**src/rtl/core/svc_pkg.sv**
```systemverilog
// ----------------------------------------------------------------------------
// svc_pkg
// shared types, codes and constants of the stamp vending change controller
// ----------------------------------------------------------------------------
`default_nettype none

package svc_pkg;

  localparam int unsigned COIN_W   = 6;
  localparam int unsigned STOCK_W  = 8;
  localparam int unsigned STATUS_W = 3;

  localparam int unsigned INITIAL_FILL_DEFAULT = 10;

  // coin values and stamp prices
  localparam logic [COIN_W-1:0] VAL_50 = COIN_W'(50);
  localparam logic [COIN_W-1:0] VAL_25 = COIN_W'(25);
  localparam logic [COIN_W-1:0] VAL_15 = COIN_W'(15);
  localparam logic [COIN_W-1:0] VAL_10 = COIN_W'(10);
  localparam logic [COIN_W-1:0] VAL_5  = COIN_W'(5);

  typedef enum logic [STATUS_W-1:0] {
    ST_DISPENSED    = 3'd0,
    ST_INSUFFICIENT = 3'd1,
    ST_NO_PRICE     = 3'd2,
    ST_SOLD_OUT     = 3'd3,
    ST_NO_CHANGE    = 3'd4,
    ST_COIN_REJECT  = 3'd5
  } status_t;

  typedef struct packed {
    logic [STOCK_W-1:0] coin50;
    logic [STOCK_W-1:0] coin25;
    logic [STOCK_W-1:0] coin10;
    logic [STOCK_W-1:0] coin5;
    logic [STOCK_W-1:0] stamp25;
    logic [STOCK_W-1:0] stamp15;
    logic [STOCK_W-1:0] stamp10;
  } stock_t;

  typedef struct packed {
    status_t status;
    logic    give25;
    logic    give10;
    logic    give5;
  } sale_t;

endpackage

`default_nettype wire

```
**src/rtl/core/svc_sale.sv**
```systemverilog
// ----------------------------------------------------------------------------
// svc_sale
// decision logic for one sale: checks, change flags and next stock counts
// ----------------------------------------------------------------------------
`default_nettype none

module svc_sale (
  input  wire logic [svc_pkg::COIN_W-1:0] coin,
  input  wire logic [svc_pkg::COIN_W-1:0] price,
  input  wire svc_pkg::stock_t            cur,
  output svc_pkg::sale_t                  res,
  output svc_pkg::stock_t                 nxt
);
  import svc_pkg::*;

  function automatic logic [STOCK_W-1:0] sat_inc(input logic [STOCK_W-1:0] v);
    sat_inc = (v == {STOCK_W{1'b1}}) ? v : v + STOCK_W'(1);
  endfunction

  logic [COIN_W-1:0]  change;
  logic [COIN_W-1:0]  rem1;
  logic [COIN_W-1:0]  rem2;
  logic               g25, g10, g5;
  logic               price_ok, coin_ok;
  logic [STOCK_W-1:0] stamp_cnt;
  logic               no_change;
  logic               ok;
  status_t            st;

  assign price_ok = (price == VAL_25) || (price == VAL_15) || (price == VAL_10);
  assign coin_ok  = (coin == VAL_50) || (coin == VAL_25) || (coin == VAL_10) ||
                    (coin == VAL_5);

  // greedy change, at most one coin of each kind
  assign change = coin - price;
  assign g25    = (change >= VAL_25);
  assign rem1   = g25 ? change - VAL_25 : change;
  assign g10    = (rem1 >= VAL_10);
  assign rem2   = g10 ? rem1 - VAL_10 : rem1;
  assign g5     = (rem2 >= VAL_5);

  always_comb begin
    if (price == VAL_25) begin
      stamp_cnt = cur.stamp25;
    end else if (price == VAL_15) begin
      stamp_cnt = cur.stamp15;
    end else begin
      stamp_cnt = cur.stamp10;
    end
  end

  assign no_change = (g25 && (cur.coin25 == '0)) || (g10 && (cur.coin10 == '0)) ||
                     (g5 && (cur.coin5 == '0));

  always_comb begin
    if (price > coin) begin
      st = ST_INSUFFICIENT;
    end else if (!price_ok) begin
      st = ST_NO_PRICE;
    end else if (!coin_ok) begin
      st = ST_COIN_REJECT;
    end else if (stamp_cnt == '0) begin
      st = ST_SOLD_OUT;
    end else if (no_change) begin
      st = ST_NO_CHANGE;
    end else begin
      st = ST_DISPENSED;
    end
  end

  assign ok  = (st == ST_DISPENSED);
  assign res = {st, ok && g25, ok && g10, ok && g5};

  // banked coin and paid change never hit the same stock
  always_comb begin
    nxt = cur;
    if (ok) begin
      if (price == VAL_25) begin
        nxt.stamp25 = cur.stamp25 - STOCK_W'(1);
      end else if (price == VAL_15) begin
        nxt.stamp15 = cur.stamp15 - STOCK_W'(1);
      end else begin
        nxt.stamp10 = cur.stamp10 - STOCK_W'(1);
      end
      if (g25) begin
        nxt.coin25 = cur.coin25 - STOCK_W'(1);
      end
      if (g10) begin
        nxt.coin10 = cur.coin10 - STOCK_W'(1);
      end
      if (g5) begin
        nxt.coin5 = cur.coin5 - STOCK_W'(1);
      end
      if (coin == VAL_50) begin
        nxt.coin50 = sat_inc(cur.coin50);
      end else if (coin == VAL_25) begin
        nxt.coin25 = sat_inc(cur.coin25);
      end else if (coin == VAL_10) begin
        nxt.coin10 = sat_inc(cur.coin10);
      end else begin
        nxt.coin5 = sat_inc(cur.coin5);
      end
    end
  end

endmodule

`default_nettype wire

```
**src/rtl/core/svc_stock.sv**
```systemverilog
// ----------------------------------------------------------------------------
// svc_stock
// the seven stock counters, filled on reset and loaded once per sale
// ----------------------------------------------------------------------------
`default_nettype none

module svc_stock #(
  parameter int unsigned INITIAL_FILL = svc_pkg::INITIAL_FILL_DEFAULT
) (
  input  wire logic            clk,
  input  wire logic            rst,
  input  wire logic            update,
  input  wire svc_pkg::stock_t stock_next,
  output svc_pkg::stock_t      stock
);
  import svc_pkg::*;

  localparam logic [STOCK_W-1:0] FILL = STOCK_W'(INITIAL_FILL);

  always_ff @(posedge clk) begin
    if (rst) begin
      stock <= '{FILL, FILL, FILL, FILL, FILL, FILL, FILL};
    end else if (update) begin
      stock <= stock_next;
    end
  end

endmodule

`default_nettype wire

```
**src/rtl/core/stamp_vending_change_controller_top.sv**
```systemverilog
// ----------------------------------------------------------------------------
// stamp_vending_change_controller_top
// stamp vending controller with fixed change and coin/stamp stock counts
// ----------------------------------------------------------------------------
// One sale per item: a coin value and a stamp price go in, one result comes
// out with a status code, three change flags and all seven stock counts as
// they stand after the sale. Items flow at one per cycle while the output
// side takes them: an input register holds the sale, and the decision and the
// stock update happen in the cycle it moves into the result register. The
// stock counters are the only loop, and they close in that cycle, so a sale
// sees every earlier sale. Stocks start at INITIAL_FILL after reset.
`default_nettype none

module stamp_vending_change_controller_top #(
  parameter int unsigned INITIAL_FILL = svc_pkg::INITIAL_FILL_DEFAULT
) (
  input  wire logic                         clk,
  input  wire logic                         rst,
  input  wire logic                         in_valid,
  output logic                              in_ready,
  input  wire logic [svc_pkg::COIN_W-1:0]   coin_amount,
  input  wire logic [svc_pkg::COIN_W-1:0]   stamp_price,
  output logic                              out_valid,
  input  wire logic                         out_ready,
  output logic [svc_pkg::STATUS_W-1:0]      status,
  output logic                              give_coin25,
  output logic                              give_coin10,
  output logic                              give_coin5,
  output logic [svc_pkg::STOCK_W-1:0]       stock_coin50,
  output logic [svc_pkg::STOCK_W-1:0]       stock_coin25,
  output logic [svc_pkg::STOCK_W-1:0]       stock_coin10,
  output logic [svc_pkg::STOCK_W-1:0]       stock_coin5,
  output logic [svc_pkg::STOCK_W-1:0]       stock_stamp25,
  output logic [svc_pkg::STOCK_W-1:0]       stock_stamp15,
  output logic [svc_pkg::STOCK_W-1:0]       stock_stamp10
);
  import svc_pkg::*;

  // input register
  logic              in_full;
  logic [COIN_W-1:0] coin;
  logic [COIN_W-1:0] price;

  // result register
  sale_t  res;
  stock_t res_stock;

  // current stocks and the outcome of the held sale
  stock_t stock;
  stock_t stock_next;
  sale_t  sale;

  logic advance;

  // the held sale moves on when the result slot is free or being emptied
  assign advance  = in_full && (!out_valid || out_ready);
  assign in_ready = !in_full || advance;

  always_ff @(posedge clk) begin
    if (rst) begin
      in_full <= 1'b0;
    end else if (in_valid && in_ready) begin
      in_full <= 1'b1;
    end else if (advance) begin
      in_full <= 1'b0;
    end
  end

  // payload only, no reset needed
  always_ff @(posedge clk) begin
    if (in_valid && in_ready) begin
      coin  <= coin_amount;
      price <= stamp_price;
    end
  end

  svc_sale u_sale (
    .coin  (coin),
    .price (price),
    .cur   (stock),
    .res   (sale),
    .nxt   (stock_next)
  );

  // stock is committed in the same cycle the result is captured
  svc_stock #(
    .INITIAL_FILL (INITIAL_FILL)
  ) u_stock (
    .clk        (clk),
    .rst        (rst),
    .update     (advance),
    .stock_next (stock_next),
    .stock      (stock)
  );

  always_ff @(posedge clk) begin
    if (rst) begin
      out_valid <= 1'b0;
    end else if (advance) begin
      out_valid <= 1'b1;
    end else if (out_ready) begin
      out_valid <= 1'b0;
    end
  end

  always_ff @(posedge clk) begin
    if (advance) begin
      res       <= sale;
      res_stock <= stock_next;
    end
  end

  assign status        = res.status;
  assign give_coin25   = res.give25;
  assign give_coin10   = res.give10;
  assign give_coin5    = res.give5;
  assign stock_coin50  = res_stock.coin50;
  assign stock_coin25  = res_stock.coin25;
  assign stock_coin10  = res_stock.coin10;
  assign stock_coin5   = res_stock.coin5;
  assign stock_stamp25 = res_stock.stamp25;
  assign stock_stamp15 = res_stock.stamp15;
  assign stock_stamp10 = res_stock.stamp10;

`ifndef SYNTHESIS
  // a sale that moves on always lands in the result register
  a_advance_fills: assert property (@(posedge clk) disable iff (rst)
    advance |=> out_valid)
    else $error("held sale lost on its way to the result register");

  // a failed sale pays no change
  a_fail_no_change: assert property (@(posedge clk) disable iff (rst)
    (out_valid && (res.status != ST_DISPENSED)) |->
      (!res.give25 && !res.give10 && !res.give5))
    else $error("change paid on a failed sale");

  // the reported stocks are the live counters once the sale is committed
  a_stock_matches: assert property (@(posedge clk) disable iff (rst)
    advance |=> (res_stock == stock))
    else $error("reported stock differs from committed stock");

  // stocks only change when a sale moves on
  a_stock_stable: assert property (@(posedge clk) disable iff (rst)
    !advance |=> $stable(stock))
    else $error("stock changed without a sale");
`endif

endmodule

`default_nettype wire

```
**config.mk**
```make
export PLATFORM = sky130hd
export DESIGN_NAME = stamp_vending_change_controller_top
export DESIGN_NICKNAME = d
export VERILOG_FILES = /design/src/rtl/core/svc_pkg.sv /design/src/rtl/core/svc_sale.sv /design/src/rtl/core/svc_stock.sv /design/src/rtl/core/stamp_vending_change_controller_top.sv
export SDC_FILE = /design/constraint.sdc
export NUM_CORES = 1
export LEC_CHECK = 0
export ABC_AREA = 0
export BUFFER_PORTS_ARGS = -buffer_cell sky130_fd_sc_hd__buf_2
export CORE_UTILIZATION = 40
export CTS_BUF_LIST = sky130_fd_sc_hd__clkbuf_8
export CTS_CLUSTER_SIZE = 16
export DETAILED_ROUTE_END_ITERATION = 7
export GPL_ROUTABILITY_DRIVEN = 1
export PLACE_DENSITY = 0.64
export SLEW_MARGIN = 25
export SYNTH_ARGS = -nofsm -noshare
export SYNTH_HDL_FRONTEND = slang
export SYNTH_SLANG_ARGS = --single-unit
```
**constraint.sdc**
```tcl
create_clock -name clk -period 3.45 [get_ports clk]
set_input_delay 0.69 -clock clk [delete_from_list [all_inputs] [get_ports clk]]
set_output_delay 0.69 -clock clk [all_outputs]
set_load 0.01 [all_outputs]
```
==> qor.txt <==
Outcome: complete, but fails checks
Failing checks: negative setup slack
Hold Crit Depth: 1
Number of global-route vias before repair: 5654
Top FF cell, synth: edfxtp_1
Unrepaired setup endpoints after global routing: true
Clock Sinks: 132
Hold_buf cts: 0
CTS Buf Count: 17
Via count: 6106
R2R depth: 19
GRT met3 Usage: 0.03296
Max-slew violations: 0
Post-route ant nets: 0
Min Tclk post-route: 3600 ps
Post-synth EDFFs: 74
Post-synthesis cell count: 756
Net Sw Frac: 0.2693
DRC violations left: 0
Pre-CTS setup slack: -179.3 ps
CTS tree: yes
Final hold vios: 0
Reg-to-reg slack, setup: -150 ps
Post-Syn Nets: 791
Initial core utilization: 0.4140
Fill cell count: 1541
Fin worst setup slack: -150.2 ps
Syn Area/Cell: 9.604 um^2
Met2 Use GR: 0.3006
Routability Congestion: 0.8263
Layout Cells excl Fill: 1163
Max cap viols: 0
Clock Tree Buf Depth: 2
VDD IR-drop max: 212.3 uV
Pleak: 0.003618 uW
Period utilization: 1.044
Crit path max fanout: 5
P per Cell Area: 397.9 nW/um^2
Die W: 136.7 um
GRT overflow: 0
CP Class: flop to flop
DP Wirelength: 12080 um
Post-Synthesis Cell Area: 7261 um^2
Clk pwr share: 0.369
Worst Setup End Kind: flop
Req. time, crit path: 3700 ps
Sequential area share after synthesis: 0.4660
Initial antenna violation count: 0
P_sw: 1032 uW
Pre-Repair DR Iteration Count: 5
Share of cells above drive strength 1: 0.3422
Routed vias/inst: 5.250
H-tree level count: 4
Ports: 80
Clock skew: 15.94 ps
Largest net degree at the start of global routing: 51
Met1 demand-to-capacity share in global routing: 0.2642
Nets: 960
Gr busiest metal: met2
First DRT Iteration DRCs: 381
First-pass GRT wire length: 27790 um
Critical path launch point type: flop
PortBufs: 79
FMAX: 0.2778 GHz
Flops & latches, synth: 132
Rows: 48
Worst Path Arrival: 3850 ps
P&R area growth vs syn: 32.60%
Asr flop ratio synth: 0
GRT Util Overall: 0.1909
Cell internal pwr: 2800 uW
Hold/Removal Path Class: primary input to flop
Yosys cell types: 78
ANT cells: 0
Core Box Area: 17540 um^2
Root Driver: clkbuf_8
Placed Cells: 1119
Relative slew slack: 0.5668
Seq pwr share: 0.445
Least-Margin Pin Slew: 649.1 ps
Detailed-route wire length per cell: 14.96 um
Chip Height: 136.7 um
CTS clock-pin slew for the worst setup and hold paths: 80 ps
Routed wire length: 17400 um
Combinational Power Share: 0.185
Clock Latency Late Sink: 450 ps
Yosys warns: 0
Final setup vio count: 60
Total die area: 18700 um^2
[worst max-delay path, cell delays in order, from the launching register on]
cell	delay, ps
edfxtp_1	420
inv_2	100
ha_4	140
inv_2	30
fa_2	540
inv_2	50
ha_4	160
inv_4	50
nor2_4	40
a211oi_2	160
buf_4	170
a21oi_4	70
buf_6	120
buf_6	100
or3_4	360
a31oi_4	200
buf_6	160
nand2_2	80
a21oi_2	190
xor2_1	250
[what timing repair did]
action / 4_1_cts / 5_1_grt
cloned: 2 / 0
gates resized for setup: 58 / 65
endpoints found under the setup margin: 103 / 113
setup buffers: 1 / 10
pin swaps: 13 / 25
[placed cells by master (no fill, tap or decap), types with 7 or more instances in the layout]
master     n
nand3_1   20
nor3_2    13
o21ai_0   12
o21ai_1   14
clkbuf_8  17
edfxtp_1  74
nor2_1    86
nand4_1    7
nor2b_1   12
ha_1      16
buf_6     12
xnor2_1   51
buf_4     78
inv_1     30
xor2_1    20
dfxtp_1   58
a21oi_1   27
nor3_1    27
a31oi_1    8
a21oi_2   13
and3_1    12
buf_2     80
nand2_1   52
[cell families (layout without fill, tap and decap cells)]
kind of cell,Yosys count,in the layout,share of synthesized area
compound gates,143,143,0.1318
fa+ha+maj,19,19,0.03378
simple gates,321,321,0.2314
buf+inv,58,240,0.03119
mux,8,8,0.01155
xor+xnor,75,75,0.09426
flops,132,132,0.4660
[cells in the mapped netlist (all sizes together), types with 3 or more instances]
library cell / instances / area share
a211oi: 10 / 0.012
a21oi: 44 / 0.033
a22oi: 5 / 0.0052
a31oi: 14 / 0.012
and2: 5 / 0.0043
and3: 13 / 0.011
and4: 7 / 0.0084
buf: 7 / 0.0048
clkbuf: 18 / 0.0093
dfxtp: 58 / 0.16
edfxtp: 74 / 0.31
ha: 18 / 0.031
inv: 32 / 0.017
mux2: 3 / 0.0047
mux2i: 5 / 0.0069
nand2: 61 / 0.032
nand2b: 6 / 0.0052
nand3: 25 / 0.017
nand3b: 4 / 0.0041
nand4: 8 / 0.0090
nor2: 97 / 0.050
nor2b: 12 / 0.010
nor3: 42 / 0.033
nor3b: 8 / 0.0090
nor4: 10 / 0.012
nor4b: 6 / 0.0098
o211ai: 3 / 0.0031
o21a: 6 / 0.0062
o21ai: 27 / 0.019
o31ai: 8 / 0.0083
or2: 6 / 0.0052
or3: 6 / 0.0052
xnor2: 52 / 0.063
xor2: 21 / 0.025
[cell type report]
type                            count  area (um^2)  area share
Clock inverter                     15        190.2     0.01975
Tap cell                          225        281.5     0.02924
Clock buffer                       17        234.0     0.02430
Timing Repair Buffer              175         1216      0.1263
Sequential cell                   132         3383      0.3514
Multi-Input combinational cell    566         4195      0.4357
Inverter                           33        127.6     0.01326
[power groups by stage]
stage	logic (uW)	clock network, uW	registers [uW]
2_1_floorplan	298	0	1760
3_3_place_gp	563	0	1740
3_5_place_dp	561	0	1740
4_1_cts	595	1440	1710
5_1_grt	770	1510	1710
6_report	710	1420	1710
[metal layers]
layer,vias to the layer above,part of all wire
met3,13,0.040
met4,0,0.012
met2,138,0.46
met5,-,0
met1,2887,0.49
li1,3068,-
[through the flow]
stage	util	hold WS, ps	cell area (um^2)	TNS, ps	total power, uW
5_1_grt	0.5490	393.4	9628	-18280	3986
3_5_place_dp	0.4892	438.6	8579	-8012	2304
3_3_place_gp	0.4892	436.7	8579	-5061	2305
6_report	0.5490	417.8	9628	-3010	3831
2_1_floorplan	-	421.3	7345	-120.9	2053
4_1_cts	0.5290	391.0	9278	-1652	3745
[state kept, by name, indices dropped and copies added (netlist names), 3 cells and up]
signal	cells
stock_stamp15	8
stock_coin5	8
status	3
stock_stamp10	8
coin	6
u_stock.stock	56
stock_coin25	8
stock_coin10	8
price	6
stock_stamp25	8
stock_coin50	8
[worst paths after layout]
check,to,start
worst max register to register,stock_coin10[3],coin[0]
worst min register to register,u_stock.stock[23],u_stock.stock[23]
worst max-delay path,stock_coin10[3],coin[0]
worst min-delay path,coin[2],coin_amount[2]
No activity file was read; power rests on OpenSTA's default activity.
